--- src/rtl/core/kci_pkg.sv ---
package kci_pkg;

  localparam int MAX_KEYS_DEF = 16;

  localparam int MODE_W  = 2;
  localparam int IDX_W   = 4;
  localparam int TIME_W  = 17;
  localparam int VAL_W   = 32;
  localparam int POS_W   = 32;
  localparam int DIFF_W  = VAL_W + 1;
  localparam int OFS_W   = TIME_W + 1;
  localparam int PROD_W  = OFS_W + DIFF_W;
  localparam int DEN_W   = TIME_W;
  localparam int QUO_W   = PROD_W + 1;
  localparam int SUM_W   = QUO_W + 1;
  localparam int CNT_W   = $clog2(PROD_W);
  localparam int FRAC_W  = 16;

  localparam logic [MODE_W-1:0] MODE_WRITE = 2'd0;
  localparam logic [MODE_W-1:0] MODE_LIN   = 2'd1;
  localparam logic [MODE_W-1:0] MODE_EASE  = 2'd2;

  localparam logic [TIME_W-1:0] ONE_Q16  = 17'd65536;
  localparam logic [TIME_W-1:0] HALF_Q16 = 17'd32768;

  typedef enum logic [4:0] {
    OP_NONE,
    OP_LOAD,
    OP_WALK_INC,
    OP_CAP_NEXT,
    OP_CAP_PREV,
    OP_CALC,
    OP_SET_VN,
    OP_MUL_LIN,
    OP_DIV_INIT,
    OP_DIV_STEP,
    OP_DIV_END,
    OP_FIN_LIN,
    OP_EASE_U,
    OP_EASE_SQ,
    OP_EASE_SC,
    OP_FIN_EASE,
    OP_PUSH
  } kci_op_t;

  typedef struct packed {
    kci_op_t op;
    logic    rd_prev;
  } kci_cmd_t;

  typedef struct packed {
    logic in_eval;
    logic eased;
    logic walk_more;
    logic d_zero;
  } kci_stat_t;

  function automatic logic signed [VAL_W-1:0] sat32(input logic signed [SUM_W-1:0] x);
    logic signed [SUM_W-1:0] hi;
    logic signed [SUM_W-1:0] lo;
    hi = SUM_W'(32'sh7FFF_FFFF);
    lo = SUM_W'(32'sh8000_0000);
    if (x > hi) begin
      return 32'sh7FFF_FFFF;
    end else if (x < lo) begin
      return 32'sh8000_0000;
    end else begin
      return x[VAL_W-1:0];
    end
  endfunction

endpackage

--- src/rtl/core/kci_ram.sv ---
module kci_ram #(
  parameter int WIDTH = 8,
  parameter int DEPTH = 16
) (
  input  logic                     clk,
  input  logic                     we,
  input  logic [$clog2(DEPTH)-1:0] waddr,
  input  logic [WIDTH-1:0]         wdata,
  input  logic [$clog2(DEPTH)-1:0] raddr,
  output logic [WIDTH-1:0]         rdata
);

  logic [WIDTH-1:0] mem [DEPTH];
  logic [WIDTH-1:0] rdata_r;

  always_ff @(posedge clk) begin
    if (we) begin
      mem[waddr] <= wdata;
    end
    rdata_r <= mem[raddr];
  end

  assign rdata = rdata_r;

endmodule

--- src/rtl/core/kci_datapath.sv ---
module kci_datapath
  import kci_pkg::*;
#(
  parameter int MAX_KEYS = MAX_KEYS_DEF
) (
  input  logic                     clk,
  input  kci_cmd_t                 cmd,
  output kci_stat_t                stat,
  input  logic [MODE_W-1:0]        in_mode,
  input  logic [IDX_W-1:0]         in_key_index,
  input  logic [TIME_W-1:0]        in_key_time,
  input  logic signed [VAL_W-1:0]  in_key_value,
  input  logic signed [POS_W-1:0]  in_position,
  input  logic                     in_use_override,
  input  logic signed [VAL_W-1:0]  in_override_value,
  output logic signed [VAL_W-1:0]  out_result_value
);

  localparam int IW = $clog2(MAX_KEYS);
  localparam logic [IW-1:0] LAST_IDX = IW'(MAX_KEYS - 1);
  localparam int RAM_W = TIME_W + VAL_W;

  logic [IW-1:0]              next_r, next_nxt;
  logic [TIME_W-1:0]          pos_r, pos_nxt;
  logic                       eased_r, eased_nxt;
  logic                       ovr_r, ovr_nxt;
  logic signed [VAL_W-1:0]    ovr_val_r, ovr_val_nxt;
  logic [TIME_W-1:0]          tp_r, tp_nxt, tn_r, tn_nxt;
  logic signed [VAL_W-1:0]    vp_r, vp_nxt, vn_r, vn_nxt;
  logic signed [OFS_W-1:0]    d_r, d_nxt, dp_r, dp_nxt;
  logic signed [DIFF_W-1:0]   diff_r, diff_nxt;
  logic signed [PROD_W-1:0]   prod_r, prod_nxt;
  logic [PROD_W-1:0]          num_r, num_nxt;
  logic [DEN_W-1:0]           rem_r, rem_nxt, den_r, den_nxt;
  logic                       neg_r, neg_nxt;
  logic signed [QUO_W-1:0]    q_r, q_nxt;
  logic [TIME_W-1:0]          s_r, s_nxt;
  logic                       lo_r, lo_nxt;
  logic signed [VAL_W-1:0]    res_r, res_nxt;
  logic signed [VAL_W-1:0]    out_r, out_nxt;

  logic                       wr_en;
  logic [IW-1:0]              rd_addr;
  logic [RAM_W-1:0]           rd_data;
  logic [TIME_W-1:0]          rd_time;
  logic signed [VAL_W-1:0]    rd_value;
  logic signed [OFS_W-1:0]    mul_a;
  logic signed [DIFF_W-1:0]   mul_b;
  logic signed [PROD_W-1:0]   product;
  logic signed [PROD_W-1:0]   dividend;
  logic [OFS_W-1:0]           d_abs;
  logic [DEN_W:0]             trial;
  logic                       ge;
  logic [TIME_W-1:0]          u;
  logic signed [PROD_W-1:0]   rnd;
  logic signed [PROD_W-FRAC_W-1:0] scaled;

  assign wr_en   = (cmd.op == OP_LOAD) && (in_mode == MODE_WRITE) &&
                   (int'(in_key_index) < MAX_KEYS);
  assign rd_addr = cmd.rd_prev ? next_r - IW'(1) : next_r;

  kci_ram #(
    .WIDTH(RAM_W),
    .DEPTH(MAX_KEYS)
  ) u_key_ram (
    .clk  (clk),
    .we   (wr_en),
    .waddr(IW'(in_key_index)),
    .wdata({in_key_time, in_key_value}),
    .raddr(rd_addr),
    .rdata(rd_data)
  );

  assign rd_time  = rd_data[RAM_W-1:VAL_W];
  assign rd_value = rd_data[VAL_W-1:0];

  assign stat.in_eval   = (in_mode == MODE_LIN) || (in_mode == MODE_EASE);
  assign stat.eased     = eased_r;
  assign stat.walk_more = (next_r != LAST_IDX) && (rd_time < pos_r);
  assign stat.d_zero    = (d_r == '0);

  always_comb begin
    case (cmd.op)
      OP_MUL_LIN: begin
        mul_a = dp_r;
        mul_b = diff_r;
      end
      OP_EASE_SQ: begin
        mul_a = signed'({1'b0, s_r});
        mul_b = signed'(DIFF_W'(s_r));
      end
      OP_EASE_SC: begin
        mul_a = signed'(OFS_W'(prod_r[30:15]));
        mul_b = lo_r ? diff_r : -diff_r;
      end
      default: begin
        mul_a = '0;
        mul_b = '0;
      end
    endcase
  end

  assign product  = mul_a * mul_b;
  assign dividend = eased_r ? PROD_W'(dp_r) <<< FRAC_W : prod_r;
  assign d_abs    = d_r[OFS_W-1] ? OFS_W'(-d_r) : OFS_W'(d_r);
  assign trial    = {rem_r, num_r[PROD_W-1]};
  assign ge       = trial >= {1'b0, den_r};

  always_comb begin
    if (q_r < 0) begin
      u = '0;
    end else if (q_r > QUO_W'(signed'({1'b0, ONE_Q16}))) begin
      u = ONE_Q16;
    end else begin
      u = q_r[TIME_W-1:0];
    end
  end

  assign rnd    = prod_r + (prod_r[PROD_W-1] ? PROD_W'(65535) : PROD_W'(0));
  assign scaled = rnd[PROD_W-1:FRAC_W];

  always_comb begin
    next_nxt    = next_r;
    pos_nxt     = pos_r;
    eased_nxt   = eased_r;
    ovr_nxt     = ovr_r;
    ovr_val_nxt = ovr_val_r;
    tp_nxt      = tp_r;
    tn_nxt      = tn_r;
    vp_nxt      = vp_r;
    vn_nxt      = vn_r;
    d_nxt       = d_r;
    dp_nxt      = dp_r;
    diff_nxt    = diff_r;
    prod_nxt    = prod_r;
    num_nxt     = num_r;
    rem_nxt     = rem_r;
    den_nxt     = den_r;
    neg_nxt     = neg_r;
    q_nxt       = q_r;
    s_nxt       = s_r;
    lo_nxt      = lo_r;
    res_nxt     = res_r;
    out_nxt     = out_r;
    case (cmd.op)
      OP_LOAD: begin
        next_nxt    = IW'(1);
        eased_nxt   = (in_mode == MODE_EASE);
        ovr_nxt     = in_use_override;
        ovr_val_nxt = in_override_value;
        res_nxt     = '0;
        if (in_position < 0) begin
          pos_nxt = '0;
        end else if (in_position > POS_W'(ONE_Q16)) begin
          pos_nxt = ONE_Q16;
        end else begin
          pos_nxt = in_position[TIME_W-1:0];
        end
      end
      OP_WALK_INC: next_nxt = next_r + IW'(1);
      OP_CAP_NEXT: begin
        tn_nxt = rd_time;
        vn_nxt = rd_value;
      end
      OP_CAP_PREV: begin
        tp_nxt = rd_time;
        vp_nxt = (ovr_r && (next_r == IW'(1))) ? ovr_val_r : rd_value;
      end
      OP_CALC: begin
        d_nxt    = signed'({1'b0, tn_r}) - signed'({1'b0, tp_r});
        dp_nxt   = signed'({1'b0, pos_r}) - signed'({1'b0, tp_r});
        diff_nxt = DIFF_W'(vn_r) - DIFF_W'(vp_r);
      end
      OP_SET_VN: res_nxt = vn_r;
      OP_MUL_LIN, OP_EASE_SQ, OP_EASE_SC: prod_nxt = product;
      OP_DIV_INIT: begin
        num_nxt = dividend[PROD_W-1] ? PROD_W'(-dividend) : PROD_W'(dividend);
        den_nxt = d_abs[DEN_W-1:0];
        rem_nxt = '0;
        neg_nxt = dividend[PROD_W-1] ^ d_r[OFS_W-1];
      end
      OP_DIV_STEP: begin
        rem_nxt = ge ? DEN_W'(trial - {1'b0, den_r}) : trial[DEN_W-1:0];
        num_nxt = {num_r[PROD_W-2:0], ge};
      end
      OP_DIV_END: begin
        q_nxt = neg_r ? -signed'({1'b0, num_r}) : signed'({1'b0, num_r});
      end
      OP_FIN_LIN: res_nxt = sat32(SUM_W'(vp_r) + SUM_W'(q_r));
      OP_EASE_U: begin
        lo_nxt = (u < HALF_Q16);
        s_nxt  = (u < HALF_Q16) ? u : ONE_Q16 - u;
      end
      OP_FIN_EASE: begin
        res_nxt = sat32(SUM_W'(lo_r ? vp_r : vn_r) + SUM_W'(scaled));
      end
      OP_PUSH: out_nxt = res_r;
      default: begin
      end
    endcase
  end

  always_ff @(posedge clk) begin
    next_r    <= next_nxt;
    pos_r     <= pos_nxt;
    eased_r   <= eased_nxt;
    ovr_r     <= ovr_nxt;
    ovr_val_r <= ovr_val_nxt;
    tp_r      <= tp_nxt;
    tn_r      <= tn_nxt;
    vp_r      <= vp_nxt;
    vn_r      <= vn_nxt;
    d_r       <= d_nxt;
    dp_r      <= dp_nxt;
    diff_r    <= diff_nxt;
    prod_r    <= prod_nxt;
    num_r     <= num_nxt;
    rem_r     <= rem_nxt;
    den_r     <= den_nxt;
    neg_r     <= neg_nxt;
    q_r       <= q_nxt;
    s_r       <= s_nxt;
    lo_r      <= lo_nxt;
    res_r     <= res_nxt;
    out_r     <= out_nxt;
  end

  assign out_result_value = out_r;

endmodule

--- src/rtl/core/kci_ctrl.sv ---
module kci_ctrl
  import kci_pkg::*;
(
  input  logic      clk,
  input  logic      rst_n,
  input  logic      in_valid,
  output logic      in_ready,
  output logic      out_valid,
  input  logic      out_ready,
  input  kci_stat_t stat,
  output kci_cmd_t  cmd
);

  typedef enum logic [4:0] {
    S_IDLE,
    S_WALK_RD,
    S_WALK_CMP,
    S_FETCH_RD,
    S_FETCH_CAP,
    S_CALC,
    S_CHECK,
    S_DIV_INIT,
    S_DIV,
    S_DIV_END,
    S_FIN_LIN,
    S_EASE_U,
    S_EASE_SQ,
    S_EASE_SC,
    S_FIN_EASE,
    S_DONE
  } state_t;

  state_t           state_r, state_nxt;
  logic [CNT_W-1:0] cnt_r, cnt_nxt;
  logic             out_valid_r, out_valid_nxt;
  logic             push;

  assign in_ready  = (state_r == S_IDLE);
  assign out_valid = out_valid_r;
  assign push      = (state_r == S_DONE) && (!out_valid_r || out_ready);

  always_comb begin
    state_nxt   = state_r;
    cnt_nxt     = cnt_r;
    cmd.op      = OP_NONE;
    cmd.rd_prev = 1'b0;
    case (state_r)
      S_IDLE: begin
        if (in_valid) begin
          cmd.op    = OP_LOAD;
          state_nxt = stat.in_eval ? S_WALK_RD : S_DONE;
        end
      end
      S_WALK_RD: state_nxt = S_WALK_CMP;
      S_WALK_CMP: begin
        if (stat.walk_more) begin
          cmd.op    = OP_WALK_INC;
          state_nxt = S_WALK_RD;
        end else begin
          cmd.op    = OP_CAP_NEXT;
          state_nxt = S_FETCH_RD;
        end
      end
      S_FETCH_RD: begin
        cmd.rd_prev = 1'b1;
        state_nxt   = S_FETCH_CAP;
      end
      S_FETCH_CAP: begin
        cmd.op    = OP_CAP_PREV;
        state_nxt = S_CALC;
      end
      S_CALC: begin
        cmd.op    = OP_CALC;
        state_nxt = S_CHECK;
      end
      S_CHECK: begin
        if (stat.d_zero) begin
          cmd.op    = OP_SET_VN;
          state_nxt = S_DONE;
        end else begin
          if (!stat.eased) begin
            cmd.op = OP_MUL_LIN;
          end
          state_nxt = S_DIV_INIT;
        end
      end
      S_DIV_INIT: begin
        cmd.op    = OP_DIV_INIT;
        cnt_nxt   = '0;
        state_nxt = S_DIV;
      end
      S_DIV: begin
        cmd.op  = OP_DIV_STEP;
        cnt_nxt = cnt_r + CNT_W'(1);
        if (cnt_r == CNT_W'(PROD_W - 1)) begin
          state_nxt = S_DIV_END;
        end
      end
      S_DIV_END: begin
        cmd.op    = OP_DIV_END;
        state_nxt = stat.eased ? S_EASE_U : S_FIN_LIN;
      end
      S_FIN_LIN: begin
        cmd.op    = OP_FIN_LIN;
        state_nxt = S_DONE;
      end
      S_EASE_U: begin
        cmd.op    = OP_EASE_U;
        state_nxt = S_EASE_SQ;
      end
      S_EASE_SQ: begin
        cmd.op    = OP_EASE_SQ;
        state_nxt = S_EASE_SC;
      end
      S_EASE_SC: begin
        cmd.op    = OP_EASE_SC;
        state_nxt = S_FIN_EASE;
      end
      S_FIN_EASE: begin
        cmd.op    = OP_FIN_EASE;
        state_nxt = S_DONE;
      end
      S_DONE: begin
        if (push) begin
          cmd.op    = OP_PUSH;
          state_nxt = S_IDLE;
        end
      end
      default: state_nxt = S_IDLE;
    endcase
  end

  always_comb begin
    if (push) begin
      out_valid_nxt = 1'b1;
    end else if (out_ready) begin
      out_valid_nxt = 1'b0;
    end else begin
      out_valid_nxt = out_valid_r;
    end
  end

  always_ff @(posedge clk) begin
    if (!rst_n) begin
      state_r     <= S_IDLE;
      cnt_r       <= '0;
      out_valid_r <= 1'b0;
    end else begin
      state_r     <= state_nxt;
      cnt_r       <= cnt_nxt;
      out_valid_r <= out_valid_nxt;
    end
  end

endmodule

--- src/rtl/core/keyframe_curve_interpolator.sv ---
// Keyframe curve interpolator: table of keyframes, piecewise linear or eased lookup.
// Input channel (in_valid/in_ready) carries one transaction per item: mode 0 writes
// key_time/key_value to slot key_index, mode 1 and 2 evaluate the curve at position
// (linear or quadratic ease), mode 3 does nothing. Every transaction returns exactly
// one result on the output channel (out_valid/out_ready); writes return zero.
// One item is in flight at a time; in_ready is high only while the block is idle,
// so the next item can be accepted at the earliest in the cycle in which out_valid rises.
// The walk visits the keys one at a time, a read state and a compare state per key,
// because the key table has one registered read port; the divider is 51-step bit-serial.
// Results sit in an output register: if the receiver stalls, the next item is
// accepted and processed, and waits for the register before it is delivered.
// Synchronous active-low reset returns the controller to idle with no pending
// transaction; the key table is not cleared and must be written before it is read.
module keyframe_curve_interpolator
  import kci_pkg::*;
#(
  parameter int MAX_KEYS = MAX_KEYS_DEF
) (
  input  logic                    clk,
  input  logic                    rst_n,
  input  logic                    in_valid,
  output logic                    in_ready,
  input  logic [MODE_W-1:0]       in_mode,
  input  logic [IDX_W-1:0]        in_key_index,
  input  logic [TIME_W-1:0]       in_key_time,
  input  logic signed [VAL_W-1:0] in_key_value,
  input  logic signed [POS_W-1:0] in_position,
  input  logic                    in_use_override,
  input  logic signed [VAL_W-1:0] in_override_value,
  output logic                    out_valid,
  input  logic                    out_ready,
  output logic signed [VAL_W-1:0] out_result_value
);

  kci_cmd_t  cmd;
  kci_stat_t stat;

  kci_ctrl u_ctrl (
    .clk      (clk),
    .rst_n    (rst_n),
    .in_valid (in_valid),
    .in_ready (in_ready),
    .out_valid(out_valid),
    .out_ready(out_ready),
    .stat     (stat),
    .cmd      (cmd)
  );

  kci_datapath #(
    .MAX_KEYS(MAX_KEYS)
  ) u_datapath (
    .clk              (clk),
    .cmd              (cmd),
    .stat             (stat),
    .in_mode          (in_mode),
    .in_key_index     (in_key_index),
    .in_key_time      (in_key_time),
    .in_key_value     (in_key_value),
    .in_position      (in_position),
    .in_use_override  (in_use_override),
    .in_override_value(in_override_value),
    .out_result_value (out_result_value)
  );

endmodule

--- config.mk ---
export PLATFORM = sky130hd
export DESIGN_NAME = keyframe_curve_interpolator
export DESIGN_NICKNAME = d
export VERILOG_FILES = /design/src/rtl/core/kci_pkg.sv /design/src/rtl/core/kci_ram.sv /design/src/rtl/core/kci_datapath.sv /design/src/rtl/core/kci_ctrl.sv /design/src/rtl/core/keyframe_curve_interpolator.sv
export SDC_FILE = /design/constraint.sdc
export NUM_CORES = 2
export LEC_CHECK = 0
export BUFFER_PORTS_ARGS = -buffer_cell sky130_fd_sc_hd__buf_4
export CAP_MARGIN = 30
export CORE_MARGIN = 2
export CORE_UTILIZATION = 56
export CTS_CLUSTER_SIZE = 25
export DETAILED_ROUTE_END_ITERATION = 8
export PLACE_DENSITY = 0.74
export SETUP_SLACK_MARGIN = 0.05
export SLEW_MARGIN = 20
export SYNTH_ARGS = -nofsm -noshare
export SYNTH_HDL_FRONTEND = slang
export SYNTH_SLANG_ARGS = --single-unit
export TNS_END_PERCENT = 1
--- constraint.sdc ---
create_clock -name clk -period 21.6 [get_ports clk]
set_input_delay 1.08 -clock clk [delete_from_list [all_inputs] [get_ports clk]]
set_output_delay 1.08 -clock clk [all_outputs]
set_load 0.1 [all_outputs]
# Word level (Yosys, flattened, before mapping)
# Memory sizes are Yosys's and may differ from the RTL's. A register that Yosys moved wholly into a read port is not among the register bits.
# Index checks and enable logic that the tools add are counted.
dict set report op_classes {
  bitwise 1
  mul 1
  muxes 44
  n_addsub 15
  n_reduce_logical 19
  magnitude_cmp 11
  n_eq_ne 39
}
# operator count
set ops {}
lappend ops {{$mux W32} 5}
lappend ops {{$mux W51} 3}
lappend ops {{$pmux W32 S4} 1}
lappend ops {{$gt A53 B32 Y1 const B} 2}
lappend ops {{$lt A53 B32 Y1 const B} 2}
lappend ops {{$mux W17} 6}
lappend ops {{$pmux W51 S2} 1}
lappend ops {{$pmux W33 S3} 1}
lappend ops {{$eq A5 B4 Y1 const B} 16}
lappend ops {{$pmux W5 S15} 1}
lappend ops {{$pmux W5 S14} 1}
lappend ops {{$pmux W18 S3} 1}
lappend ops {{$add A32 B52 Y53} 1}
lappend ops {{$add A53 B35 Y53} 1}
lappend ops {{$mux W53} 1}
lappend ops {{$gt A52 B18 Y1 const B} 1}
lappend ops {{$lt A52 B1 Y1 const B} 1}
lappend ops {{$neg A51 Y52} 1}
lappend ops {{$add A51 B17 Y51} 1}
lappend ops {{$mul A18 B33 Y51} 1}
lappend ops {{$neg A51 Y51} 1}
lappend ops {{$eq A5 B3 Y1 const B} 8}
lappend ops {{$sub A17 B17 Y18} 2}
lappend ops {{$pmux W17 S2} 1}
lappend ops {{other kinds (44)} 70}
dict set report totals {
  mem_bits_rw 784
  ff_bits 505
  input_bits 124
  out_inout_bits 34
  n_memories 1
}
# memory depth width read_ports rd_ports_with_merged_regs write_ports line
set memory_table {}
lappend memory_table {u_datapath.u_key_ram.mem 16 49 1 1 1 kci_ram.sv:13} ;# logic [WIDTH-1:0] mem [DEPTH];

# Longest topological paths before layout
dict set report depth {
  word_depth 9
  ltp_mapped 40
}

# Cells and area by module
# From an unflattened synthesis, not the netlist that was laid out.
dict set report hier_totals {
  cells_unflattened 7121
  hier_area_um2 84573.6
}
# mod area_each_um2 cells_each n_inst seq_area_each_um2
set modules_own_cells {}
lappend modules_own_cells {kci_datapath 53462.5 5749 1 14804.2}
lappend modules_own_cells {kci_ram 30336.6 1268 1 24523.5}
lappend modules_own_cells {kci_ctrl 774.5 104 1 220.2}

# Worst setup path after synthesis
# OpenSTA, ideal clock, no wires.
dict set report synth_timing {
  path_type {register to register}
  startpoint {reg u_ctrl.state_r[3]}
  endpoint {mem u_datapath.u_key_ram.mem[0][0] (netlist bit), enable pin}
  period_less_slack_ns 9.916
  setup_time_ns 0.517
  arrival_ns 9.399
  required_time_ns 21.083
  stages_incl_launch_ff 8
  path_buffers 2
  slack_ns 11.684
  cell_sequence {dfxtp_1 > clkbuf_1 > nor4_1 > and2_1 > clkbuf_1 > nand2_1 > or3_1 > nor3_1}
}
dict set report synth_via {
  word_cells_on_any_way 21
  cone_classes {14 x eq/ne; 4 x mux; 3 x reduce/logical}
}
# element line
set synth_rtl {}
lappend synth_rtl {{start, declared} kci_ctrl.sv:33} ;# state_t state_r, state_nxt;
lappend synth_rtl {{start signal, assigned} kci_ctrl.sv:149} ;# state_r <= state_nxt;
lappend synth_rtl {{$logic_not A5 Y1} n/a}
lappend synth_rtl {{via in_ready} keyframe_curve_interpolator.sv:22} ;# output logic in_ready,
lappend synth_rtl {{$pmux W5 S14} kci_ctrl.sv:47} ;# case (state_r)
lappend synth_rtl {{$eq A5 B1 Y1} kci_datapath.sv:58} ;# assign wr_en = (cmd.op == OP_LOAD) && (in_mode == MODE_WRITE) &&
lappend synth_rtl {{$logic_and A1 B1 Y1} kci_datapath.sv:58}
lappend synth_rtl {{$mux W1} kci_ram.sv:17} ;# if (we) begin
lappend synth_rtl {{$mux W1 (implied by the code)} kci_ram.sv:18} ;# mem[waddr] <= wdata;
lappend synth_rtl {{end, declared} kci_ram.sv:13}
# The timed path passes the listed nets, and every way through them passes these cells.

# Final worst setup path
dict set report layout_timing {
  startpoint {reg u_datapath.d_r[6]}
  endpoint {reg u_datapath.prod_r[50], data pin}
}
dict set report layout_via {
  elab_chain_len 6
  word_cells_on_any_way 9
  cone_classes {1 x mul; 3 x eq/ne; 4 x mux; 1 x reduce/logical}
}
# element line
set layout_rtl {}
lappend layout_rtl {{start, declared} kci_datapath.sv:30} ;# logic signed [OFS_W-1:0] d_r, d_nxt, dp_r, dp_nxt;
lappend layout_rtl {{start signal, assigned} kci_datapath.sv:213} ;# d_r <= d_nxt;
lappend layout_rtl {{$logic_not A18 Y1 (*)} kci_datapath.sv:80} ;# assign stat.d_zero = (d_r == '0);
lappend layout_rtl {{$mux W5 (*)} kci_ctrl.sv:77} ;# if (stat.d_zero) begin
lappend layout_rtl {{$pmux W5 S14 (*)} kci_ctrl.sv:47}
lappend layout_rtl {{$eq A5 B4 Y1 or $eq A5 B3 Y1 (tied branches)} kci_datapath.sv:83} ;# case (cmd.op)
lappend layout_rtl {{$pmux W18 S3 or $pmux W33 S3 (tied branches)} kci_datapath.sv:83}
lappend layout_rtl {{$mul A18 B33 Y51 (*)} kci_datapath.sv:103} ;# assign product = mul_a * mul_b;
lappend layout_rtl {{via u_datapath.product[50]} kci_datapath.sv:49} ;# logic signed [PROD_W-1:0] product;
lappend layout_rtl {{end signal, assigned} kci_datapath.sv:216} ;# prod_r <= prod_nxt;
lappend layout_rtl {{end, declared} kci_datapath.sv:32} ;# logic signed [PROD_W-1:0] prod_r, prod_nxt;
# Mark *: on every way through the listed nets, which the timed path passes. The rest lies on a longest branch.
# A chain may end at the register's enable or synchronous reset.

==> results.ini <==
[yosys]
yosys.cell_types.count=81
syn_nets=7939
yosysSeqAreaShare=0.472
ys_seq_elements=1337
syn_avg_cell_area_um2=12.1
synth_flop_cell=edfxtp_1
syn-cell-area_mm2=0.0838
synth_edf_count=1277
syn_inst=6904
ys_async_sr_fraction=0
yosys_warnings=0

[route]
antenna_left=0
firstDrtPassIters=6
wirelength_um=239000
via_per_inst=6.27
drc=0
drtIter0Drc=6596
vias=56900
wl_per_cell_um=26.3

[clocking]
clockBufferDepth=3
clk_pin_slew_ps=70
numCtsBuffers=136
cts.htree.levels=4
cts_tree=built
clockRootBuffer=clkbuf_16
post_cts_buffers=0
clock_latency_ps=800
ctsResizeCount=0
cts_hold_buf=0
cts.sinks=1337

[grt]
grt_pass1_wl_um=358000
track_usage=0.317
grt_max_degree=135
antenna_found_initial=16
overflow=0
first_global_vias=56800

[floorplan]
die_h_um=391
core_area_mm2=0.148
ioPinCount=158
start_util=0.565
die_area_mm2=0.153
dieWidth_um=391
rows=141

[timing]
fin_worst_skew_ps=53.3
setup_tns_ps=0
tightestPinTransition_ps=1060
setup_violations=0
rsz0062_at_grt=false
period_minus_slack_ps=11270
drv_slew=0
period_share=0.522
hold-worst-slack_ps=402
fmax_mhz=88.8
maxSlewHeadroom=0.296
hold_viol_final=0

[setup_path]
cp.arrival_ps=11800
start_kind=register
path_delay_family=simple AND/OR/NAND/NOR gates
crit_path_max_incr_delay_ps=830
crit_start=u_datapath.d_r[6]
critPathMaxFanout=20
critPathMostFrequentCell=fa_1
rr_startpoint=u_datapath.d_r[6]
required_ps=22130
crit_path_end_kind=register
slowest_stage=a221oi_2
worstSetupPathType=reg2reg
crit_buf_inv=2

[finish]
drive_gt1_frac=0.119
design_area_mm2=0.0920
layout.nets=8075
synthToLayoutAreaGrowth_pct=9.89

[run]
max_cap_viol_count=0

[power]
ir_drop_uv=81.6
leakagePower_nw=35.5
p_per_area_mw_per_mm2=88.5

[place]
place_congestion=1.01
dpl_cell_area_mm2=0.0875
dpl.hpwl_um=167000
portBuffers=157

[hold_path]
hp-class=reg2reg
min_from=u_datapath.u_key_ram.rdata[25]

[run_status]
status=complete, no violations

## worst reg2reg max path, delay by kind of cell, from the launching register on
kind                     cells  cell delay (ps)
AO/OA/AOI/OAI                5             2240
XOR/XNOR                     1              140
adder cells (fa/ha/maj)      7             3510
buffers and inverters        2              100
flip-flops                   1              470
AND/OR/NAND/NOR             15             4560
## logic make-up (layout without fill, tap and decap cells)
kind of cell             count (synthesis)  in the layout  synth area share
AO/OA/AOI/OAI                         1027           1027            0.0786
XOR/XNOR                               321            321            0.0336
adder cells (fa/ha/maj)                911            911             0.188
buffers and inverters                 1132           1380            0.0511
flip-flops                            1337           1337             0.472
multiplexers                           343            343            0.0786
other                                    0              3                 0
AND/OR/NAND/NOR                       1833           1833            0.0984
## synth_stat cells (38+ instances only)
cell type	n	area, µm²
edfxtp_1	1277	38300
inv_1	865	3250
nand2_1	680	2550
fa_1	575	11500
nor2_1	574	2150
ha_1	336	4200
o21ai_0	278	1390
a21oi_1	256	1280
mux4_2	245	5520
xnor2_1	238	2080
clkbuf_1	209	785
a21o_1	98	736
nor3_1	92	460
xor2_1	83	727
nand3_1	78	390
mux2_2	66	743
dfxtp_1	60	1200
and2_1	54	338
nand4_1	54	338
nor2b_1	54	338
nand2b_1	52	325
nor4_1	44	275
and3_1	40	250
o21a_1	39	293
o31ai_1	38	285
## power breakdown
part           internal [W]  switching, W  total, W
Combinational      0.000912       0.00142   0.00233
Sequential          0.00319      0.000230   0.00342
Clock               0.00134       0.00105   0.00239
Total               0.00545       0.00270   0.00815
## metrics by stage
stage	instances	util	total power, W	setup slack (ps)
4_1_cts	9080	0.621	0.00814	10380
6_report	9085	0.621	0.00815	10330
3_5_place_dp	8830	0.590	0.00574	10420
5_1_grt	9084	0.621	0.00845	9650
3_3_place_gp	8818	0.589	0.00569	10530
2_1_floorplan	6904	-	0.00498	11680
## worst paths after layout
check	endpoint	depth (start not counted)	slack [ps]
worst max register to register	u_datapath.prod_r[50]	30	10330
worst max-delay path	u_datapath.prod_r[50]	30	10330
worst min register to register	u_datapath.vn_r[25]	0	400
worst min-delay path	u_datapath.vn_r[25]	0	400
## metal layers
metal	part of all wire	wire, µm	vias up	track usage
met5	0.00033	79	-	0
met4	0.051	12100	10	0.141
met3	0.10	24800	600	0.0576
met2	0.46	110000	3306	0.492
met1	0.39	92400	28500	0.440
li1	-	-	24600	-
## state kept, by name (all words and copies together), names as in the netlist, 32 cells and up
| name | cells |
|---|---|
| u_datapath.u_key_ram.mem | 784 |
| u_datapath.num_r | 51 |
| u_datapath.ovr_val_r | 32 |
| u_datapath.out_result_value | 32 |
| u_datapath.diff_r | 33 |
| u_datapath.vn_r | 32 |
| u_datapath.prod_r | 51 |
| u_datapath.res_r | 32 |
| u_datapath.vp_r | 32 |
| u_datapath.q_r | 52 |
| u_datapath.u_key_ram.rdata | 49 |
## area by class of cell
type	count	area (µm²)
sequential	1337	39500
clock inverter	63	791
antenna	3	7.51
multi-input combinational	4435	40200
clock buffer	187	3740
inverter	867	3250
fill	11200	56200
tap	1930	2410
timing repair buffer	263	2060
## cells in the final DEF (no fill, tap or decap), types with 76 or more instances in the layout
| master | Yosys | final |
|---|---|---|
| a21o_1 | 98 | 98 |
| a21oi_1 | 256 | 255 |
| buf_4 | 0 | 251 |
| clkbuf_16 | 0 | 138 |
| edfxtp_1 | 1277 | 1277 |
| fa_1 | 575 | 575 |
| ha_1 | 336 | 336 |
| inv_1 | 865 | 864 |
| mux4_2 | 245 | 245 |
| nand2_1 | 680 | 680 |
| nand3_1 | 78 | 76 |
| nor2_1 | 574 | 558 |
| nor3_1 | 92 | 84 |
| o21ai_0 | 278 | 276 |
| xnor2_1 | 238 | 237 |
| xor2_1 | 83 | 81 |
No activity file was read; power rests on OpenSTA's default activity.
